[config.mk]
export PLATFORM = sky130hd
export DESIGN_NAME = tcw_front
export DESIGN_NICKNAME = d
export VERILOG_FILES = /design/src/rtl/tcw_pkg.sv /design/src/rtl/tcw_front.sv
export SDC_FILE = /design/constraint.sdc
export NUM_CORES = 1
export LEC_CHECK = 0
export BUFFER_PORTS_ARGS = -buffer_cell sky130_fd_sc_hd__buf_2
export CAP_MARGIN = 20
export CORE_MARGIN = 5
export CORE_UTILIZATION = 46
export CTS_CLUSTER_DIAMETER = 40
export DETAILED_ROUTE_END_ITERATION = 10
export GPL_ROUTABILITY_DRIVEN = 1
export GPL_TIMING_DRIVEN = 0
export PLACE_DENSITY_LB_ADDON = 0.25
export SYNTH_ARGS = -nofsm -noshare
export SYNTH_HDL_FRONTEND = slang
export SYNTH_SLANG_ARGS = --single-unit
[constraint.sdc]
create_clock -name clk -period 1.81 [get_ports clk]
set_input_delay 0.2715 -clock clk [delete_from_list [all_inputs] [get_ports clk]]
set_output_delay 0.2715 -clock clk [all_outputs]
set_load 0.005 [all_outputs]
[src/rtl/tcw_pkg.sv]
package tcw_pkg;

    localparam int OP_W = 3;

    localparam logic [OP_W-1:0] OP_NOP   = 3'd0;
    localparam logic [OP_W-1:0] OP_PRINT = 3'd1;
    localparam logic [OP_W-1:0] OP_CR    = 3'd2;
    localparam logic [OP_W-1:0] OP_LF    = 3'd3;
    localparam logic [OP_W-1:0] OP_CLEAR = 3'd4;
    localparam logic [OP_W-1:0] OP_READ  = 3'd5;

    localparam logic [1:0] CMD_WRITE = 2'd0;
    localparam logic [1:0] CMD_CLEAR = 2'd1;
    localparam logic [1:0] CMD_READ  = 2'd2;

    localparam logic [7:0] CHAR_CR    = 8'h0D;
    localparam logic [7:0] CHAR_LF    = 8'h0A;
    localparam logic [7:0] CHAR_SPACE = 8'h20;
    localparam logic [7:0] CHAR_LAST  = 8'h7F;

    localparam logic [7:0]  RESET_ATTR  = 8'h0F;
    localparam logic [15:0] RESET_BLANK = {RESET_ATTR, CHAR_SPACE};

    localparam int QDEPTH = 2;
    localparam int QPTR_W = 1;

    typedef struct packed {
        logic [OP_W-1:0] op;
        logic [7:0]      char_code;
        logic [10:0]     cell_address;
    } tcw_entry_t;

    typedef struct packed {
        logic       valid;
        tcw_entry_t entry;
    } tcw_queue_t;

endpackage

[src/rtl/tcw_front.sv]
module tcw_front
    import tcw_pkg::*;
(
    input  logic        clk,
    input  logic        rst_n,
    input  logic        in_valid,
    output logic        in_ready,
    input  logic [1:0]  command,
    input  logic [7:0]  char_code,
    input  logic [10:0] cell_address,
    input  logic        init_busy,
    output tcw_queue_t  q,
    input  logic        q_pop
);

    tcw_entry_t              entry_reg [QDEPTH];
    logic [QPTR_W-1:0]       wr_ptr_reg, wr_ptr_next;
    logic [QPTR_W-1:0]       rd_ptr_reg, rd_ptr_next;
    logic [QPTR_W:0]         count_reg, count_next;
    logic                    push;
    tcw_entry_t              decoded;

    always_comb
    begin
        decoded.char_code    = char_code;
        decoded.cell_address = cell_address;
        case (command)
            CMD_WRITE:
            begin
                if (char_code == CHAR_CR)
                begin
                    decoded.op = OP_CR;
                end
                else if (char_code == CHAR_LF)
                begin
                    decoded.op = OP_LF;
                end
                else if (char_code >= CHAR_SPACE && char_code <= CHAR_LAST)
                begin
                    decoded.op = OP_PRINT;
                end
                else
                begin
                    decoded.op = OP_NOP;
                end
            end
            CMD_CLEAR: decoded.op = OP_CLEAR;
            CMD_READ:  decoded.op = OP_READ;
            default:   decoded.op = OP_NOP;
        endcase
    end

    assign in_ready = (count_reg != (QPTR_W+1)'(QDEPTH)) && !init_busy;
    assign push     = in_valid && in_ready;

    assign q.valid = (count_reg != '0);
    assign q.entry = entry_reg[rd_ptr_reg];

    always_comb
    begin
        wr_ptr_next = push ? wr_ptr_reg + 1'b1 : wr_ptr_reg;
        rd_ptr_next = q_pop ? rd_ptr_reg + 1'b1 : rd_ptr_reg;
        case ({push, q_pop})
            2'b10:   count_next = count_reg + 1'b1;
            2'b01:   count_next = count_reg - 1'b1;
            default: count_next = count_reg;
        endcase
    end

    always_ff @(posedge clk or negedge rst_n)
    begin
        if (!rst_n)
        begin
            wr_ptr_reg <= '0;
            rd_ptr_reg <= '0;
            count_reg  <= '0;
        end
        else
        begin
            wr_ptr_reg <= wr_ptr_next;
            rd_ptr_reg <= rd_ptr_next;
            count_reg  <= count_next;
        end
    end

    always_ff @(posedge clk)
    begin
        if (push)
        begin
            entry_reg[wr_ptr_reg] <= decoded;
        end
    end

endmodule

==> results of run 1 <==
[placed cells by master (no fill, tap or decap), drive strengths merged]
cell type / synthesis / layout
and3: 1 / 1
ha: 2 / 2
clkinv: 0 / 3
dlygate4sd3: 0 / 1
o22ai: 1 / 1
xnor2: 4 / 4
nand2: 3 / 3
o211ai: 1 / 1
clkbuf: 0 / 5
o2111a: 1 / 1
a2bb2oi: 1 / 1
buf: 2 / 52
mux2: 22 / 22
inv: 5 / 5
dfrtp: 4 / 4
a21oi: 1 / 1
nor3b: 2 / 2
nor2: 4 / 4
edfxtp: 44 / 44
xor2: 1 / 1
[metal layers]
layer	part of all wire, %	routed length [um]	vias to the layer above	GRT usage [%]
met4	1.7	55	0	5.03
met2	53	1710	35	23.2
met3	8.1	261	10	6.02
li1	-	-	486	-
met5	0	0	-	0
met1	37	1180	469	13.3
[layout make-up]
| class | count | share of cell area [%] |
|---|---|---|
| flip-flops and latches | 48 | 62.1 |
| well taps | 50 | 2.73 |
| clock buffers | 5 | 3.01 |
| clock inverters | 3 | 0.601 |
| multi-input cells | 44 | 18.0 |
| plain buffers | 2 | 0.984 |
| repair buffers | 51 | 11.8 |
| inverters | 5 | 0.820 |
[metrics by stage]
stage	hold slack, ps	cell area, um^2	std cells	power, mW	utilization [%]
final	163	2290	208	2.87	57.7
after global routing	140	2290	208	3.04	57.7
after CTS	154	2290	208	2.92	57.7
after detailed placement	81.0	2200	199	2.34	55.3
after global placement	76.8	2180	198	2.28	54.9
after floorplan	-24.1	1870	99	1.97	-
[worst max-delay path, delay by kind of cell (launching register included)]
family | cells | cell delay [ps]
buffers and inverters | 2 | 330
flip-flops | 1 | 480
multiplexers | 1 | 340
[cell families (layout without fill, tap and decap cells)]
family	Yosys count	count (layout)
AOI/OAI and AO/OA	5	5
xor gates and xnor gates	5	5
adders and majority gates	2	2
buffers and inverters	7	66
DFF	48	48
muxes	22	22
and+or+nand+nor	10	10
[how the worst min path moves through the flow]
stage,endpoint,slack [ps]
final,entry_reg[1][8],160
after CTS,entry_reg[0][8],150
after global placement,count_reg[0],80
after floorplan,count_reg[0],-20
after global routing,entry_reg[1][3],140
after detailed placement,wr_ptr_reg,80
[where the power goes]
part           leakage, nW  total, mW  switching [mW]  internal (mW)
logic                0.398      0.807           0.394          0.413
registers            0.450       1.48          0.0848           1.40
clock network       0.0453      0.576           0.314          0.262
total                0.893       2.87           0.794           2.07
[what timing repair did]
action                     in CTS  in global routing
hold endpoints to repair        4                  0
resized for setup               1                  0
hold buffers                    1                  0
setup buffers                   0                  0
setup endpoints to repair      22                  0
==> results.ini, run 1 <==
[setup_path]
worst_setup_path_end_kind = output port
crit_slowest_cell = dfrtp_1
max_stage_delay_ps = 480
criticalPathCategory = flop to output port
crit_chain = buf_6 > mux2_1 > buf_2
crit_end = q[20]
cp.arrival_ps = 1440
crit_path_start_kind = flop
setup.worst_path.start = rd_ptr_reg
r2r_cells = 4
rrSetupSlack_ps = 160
timing.rr.end = entry_reg[0][18]
r2r-start = count_reg[1]
cp.required_ps = 1540
path_max_fanout = 10

[place]
place_ws_ps = -102
portBuffers = 49
place_hpwl_mm = 2.36
gp_congestion = 0.741

[logic_synthesis]
syn_avg_cell_area_um2 = 18.9
yosys.area_share.adder_pct = 1.34
synth-simple-area-share_pct = 2.54
synth_top_family_by_area = multiplexers
muxShareOfSynthArea_pct = 13.2
netlist_area_um2 = 1870
synth_top_cell_by_area = edfxtp_1
ys_ff_latch = 48
synth.distinct_cells = 19
yosys_warnings = 0
synth_top_area_share_pct = 70.6
synthTopCellsByArea = edfxtp_1, mux2_1, dfrtp_1
synth_xor_area_share_pct = 2.34
synth_nets = 127
syn_inst = 99
yosysSeqAreaShare_pct = 76.0
synth_common_cells = edfxtp_1, mux2_1
synth_ff_type = edfxtp_1
synthArstFlopShare_pct = 8.33
synth.most_common_cell = edfxtp_1
synth_edf_count = 44
synth_compound_area_share_pct = 2.34

[sta]
grt_setup_unrepaired = no
fin_ws_ps = 97.0
setup_viol = 0
hold_viol_final = 0
fmax_ghz = 0.584
tns_ps = 0
worst_pin_slew_ps = 554
relSlewSlack_pct = 63.0
period_needed_ps = 1710
clock_skew_ps = 2.78
finalCritPeriodShare_pct = 94.6
final_max_slew_viol_count = 0

[cells_and_area]
multi_input_area_um2 = 412
largest_register_ffs = 44
layout-drive-gt1-share_pct = 40.5
antennaDiodeCount = 0
seq_area_um2 = 1420
syn_to_final_growth_pct = 22.4
fillers = 316
layout.nets = 185

[global_route]
grt_antenna_before_repair = 0
overflow = 0
grt_pass1_vias = 1134
grt_max_degree = 23
grt_usage_pct = 13.1
grt_pass1_wl_mm = 5.12

[clock_tree]
cts_made_buffers = 5
clk_pin_slew_worst_paths_ps = 80
clock_sinks = 48
clk_latency_ps = 290
tritoncts = done
max-clock-path-buffers = 2
clockRootBuffer = clkbuf_8
h-tree-depth = 2

[power_and_ir_drop]
p_leak_nw = 0.893
power_density_nw_per_um2 = 1250
ir_drop_mv = 0.616

[hold_path]
hold_start = cell_address[8]
min_path_type = input port to flop
hold_depth = 1

[die]
dieWidth_um = 73.8
initial_core_util_pct = 47.1
num_rows = 23
core_um2 = 3970
io-pin-count = 50
fp.dieH_um = 73.8
dieArea_um2 = 5440

[detailed_routing]
drt_iter0_drc = 24
drt-vias-per-instance = 4.81
postRouteAntennaNets = 0
first_pass_iters = 4
wl_mm = 3.20
post_drt_wl_per_cell_um = 15.4
drc = 0
vias = 1000

[status]
run_status = complete, no violations

[flow_run]
cap_violations = 0

(Power assumes the default switching activity.)
==> run 2, diff against run 1 <==
==> constraint.sdc (replaced) <==
create_clock -name clk -period 1.4 [get_ports clk]
set_input_delay 0.21 -clock clk [delete_from_list [all_inputs] [get_ports clk]]
set_output_delay 0.21 -clock clk [all_outputs]
set_load 0.005 [all_outputs]
==> results.ini, run 2 (synthesized netlist as in run 1, its figures left out) <==
[power_and_ir_drop]
internal-power_mw = 2.81  ; +36%
p_leak_nw = 0.922  ; +3.2%
seqPwrFrac_pct = 49.4  ; -2.3 points
power.total_mw = 3.93  ; +37%
ir_drop_mv = 0.805  ; +31%
p_sw_share_pct = 28.5  ; +0.80 points
clkPwrFrac_pct = 19.2  ; -0.9 points
netSwitchingPower_mw = 1.12  ; +41%
power_density_nw_per_um2 = 1640  ; +31%
pwr-share-comb_pct = 31.4  ; +3.2 points

[global_route]
grt_usage_pct = 13.9  ; +0.77 points
overflow = 0  ; unchanged
grt_max_degree = 15  ; -35%
grt_pass1_wl_mm = 5.52  ; +7.8%
grt_antenna_before_repair = 0  ; unchanged
grt_pass1_vias = 1124  ; -0.88%

[clock_tree]
max-clock-path-buffers = 2  ; unchanged
clockRootBuffer = clkbuf_8
h-tree-depth = 2  ; unchanged
clk_latency_ps = 290  ; about the same
clk_pin_slew_worst_paths_ps = 80  ; about the same
cts_made_buffers = 5  ; unchanged
clock_sinks = 48  ; unchanged
tritoncts = done

[cells_and_area]
fin_util_pct = 60.3  ; +2.6 points
syn_to_final_growth_pct = 28.0
final_common_cell = buf_2
final_cell_mix = buf_2, edfxtp_1, mux2_1
layout-drive-gt1-share_pct = 46.7  ; +6.2 points
layout.nets = 192  ; +3.8%
largest_register_ffs = 44  ; unchanged
antennaDiodeCount = 0  ; unchanged

[hold_path]
min_path_type = input port to flop
hold_depth = 1  ; unchanged
hold_start = cell_address[1]
hold_end = entry_reg[1][1]

[die]
dieWidth_um = 73.8  ; unchanged
core_um2 = 3970  ; unchanged
initial_core_util_pct = 47.1  ; unchanged
io-pin-count = 50  ; unchanged
fp.dieH_um = 73.8  ; unchanged
num_rows = 23  ; unchanged
dieArea_um2 = 5440  ; unchanged

[sta]
final_max_slew_viol_count = 0  ; unchanged
period_needed_ps = 1550
clock_skew_ps = 7.42  ; +4.64 ps
finalCritPeriodShare_pct = 111
grt_setup_unrepaired = yes
setup_viol = 22  ; +22
fmax_ghz = 0.643
relSlewSlack_pct = 76.2  ; +13 points
hold_viol_final = 0  ; unchanged
tns_ps = -2800  ; -2800 ps
fin_ws_ps = -155  ; -252 ps
worst_pin_slew_ps = 356  ; -198 ps

[detailed_routing]
post_drt_wl_per_cell_um = 15.6  ; +1.3%
first_pass_iters = 4  ; unchanged
drt_iter0_drc = 88  ; +270%
drc = 0  ; unchanged
wl_mm = 3.35  ; +4.7%
drt-vias-per-instance = 4.87  ; +1.4%
postRouteAntennaNets = 0  ; unchanged
vias = 1048  ; +4.8%

[setup_path]
criticalPathCategory = flop to output port
path_max_fanout = 10  ; unchanged
max_stage_delay_ps = 440  ; -40 ps
crit_slowest_cell = dfrtp_2
rrSetupSlack_ps = 20  ; -140 ps
cp.arrival_ps = 1340  ; -100 ps
r2r_cells = 6  ; +2
worst_setup_path_end_kind = output port
cp.required_ps = 1190  ; -350 ps
timing.rr.end = count_reg[1]
crit_chain = buf_6 > mux2_1 > buf_2
r2r-start = count_reg[1]
setup.worst_path.start = rd_ptr_reg
crit_path_start_kind = flop

[flow_run]
cap_violations = 0  ; unchanged

[status]
run_status = finished, violations left
violations = setup timing

[place]
portBuffers = 49  ; unchanged
place_hpwl_mm = 2.24  ; -5.2%
gp_congestion = 0.783  ; +5.6%

[run 2: cell types whose count changed in the layout (fill, tap and decap cells not counted), moves of 2 or more]
cell	before	now
buf_4	0	5
clkbuf_1	0	2
and3_4	0	2
dfrtp_2	0	2
dfrtp_1	4	2
nor2_4	0	2
[run 2: stage by stage]
step / setup slack [ps] / instance area (um^2) / hold WS [ps] / std cells
finish: -155 / 2390 / 106 / 215
floorplan: 55.4 / 1880 / -85.6 / 99
CTS: -166 / 2370 / 99.7 / 214
detailed placement: -196 / 2190 / 17.8 / 198
global route: -216 / 2390 / 82.0 / 215
global placement: -135 / 2190 / 15.1 / 198
[run 2: power by group through the flow]
stage                     clock [mW]  combinational (mW)  sequential [mW]
final                          0.754                1.24             1.95
after global routing           0.858                1.35             1.97
after CTS                      0.772                1.23             1.94
after detailed placement           0                1.04             1.96
after global placement             0                1.02             1.94
after floorplan                    0               0.642             1.92
[run 2: repair_timing]
action,CTS,global route
pin swaps,5,3
setup endpoints to repair,67,35
cloned,3,0
hold endpoints to repair,4,0
gates resized for setup,8,3
hold buffers,1,0
buffers inserted,4,1
[run 2: worst max path at each step]
stage	slack, ps	depth (start not counted)	endpoint
final	-150	3	q[11]
after global routing	-220	3	q[15]
after CTS	-170	3	q[11]
after detailed placement	-200	3	entry_reg[0][21]
after global placement	-130	3	entry_reg[0][5]
after floorplan	60	3	entry_reg[0][0]
[run 2: area by class of cell]
type                       count  area (um^2)
clock buffer                   7         76.3
clock inverter                 1         5.00
fill                         306         1580
sequential                    48         1420
buffer                         2         22.5
tap                           50         62.6
multi-input combinational     47          493
inverter                       5         18.8
timing repair buffer          55          293
[run 2: routing by layer]
metal	share of wire, %	GRT usage (%)
met1	40	16.7
met2	49	22.0
met3	9.5	6.29
met4	1.4	4.83
met5	0	0
[run 2: worst max-delay path, delay by kind of cell (launching register included)]
kind / cells / cell delay, ps
DFF: 1 / 440
muxes: 1 / 320
buffers and inverters: 2 / 300
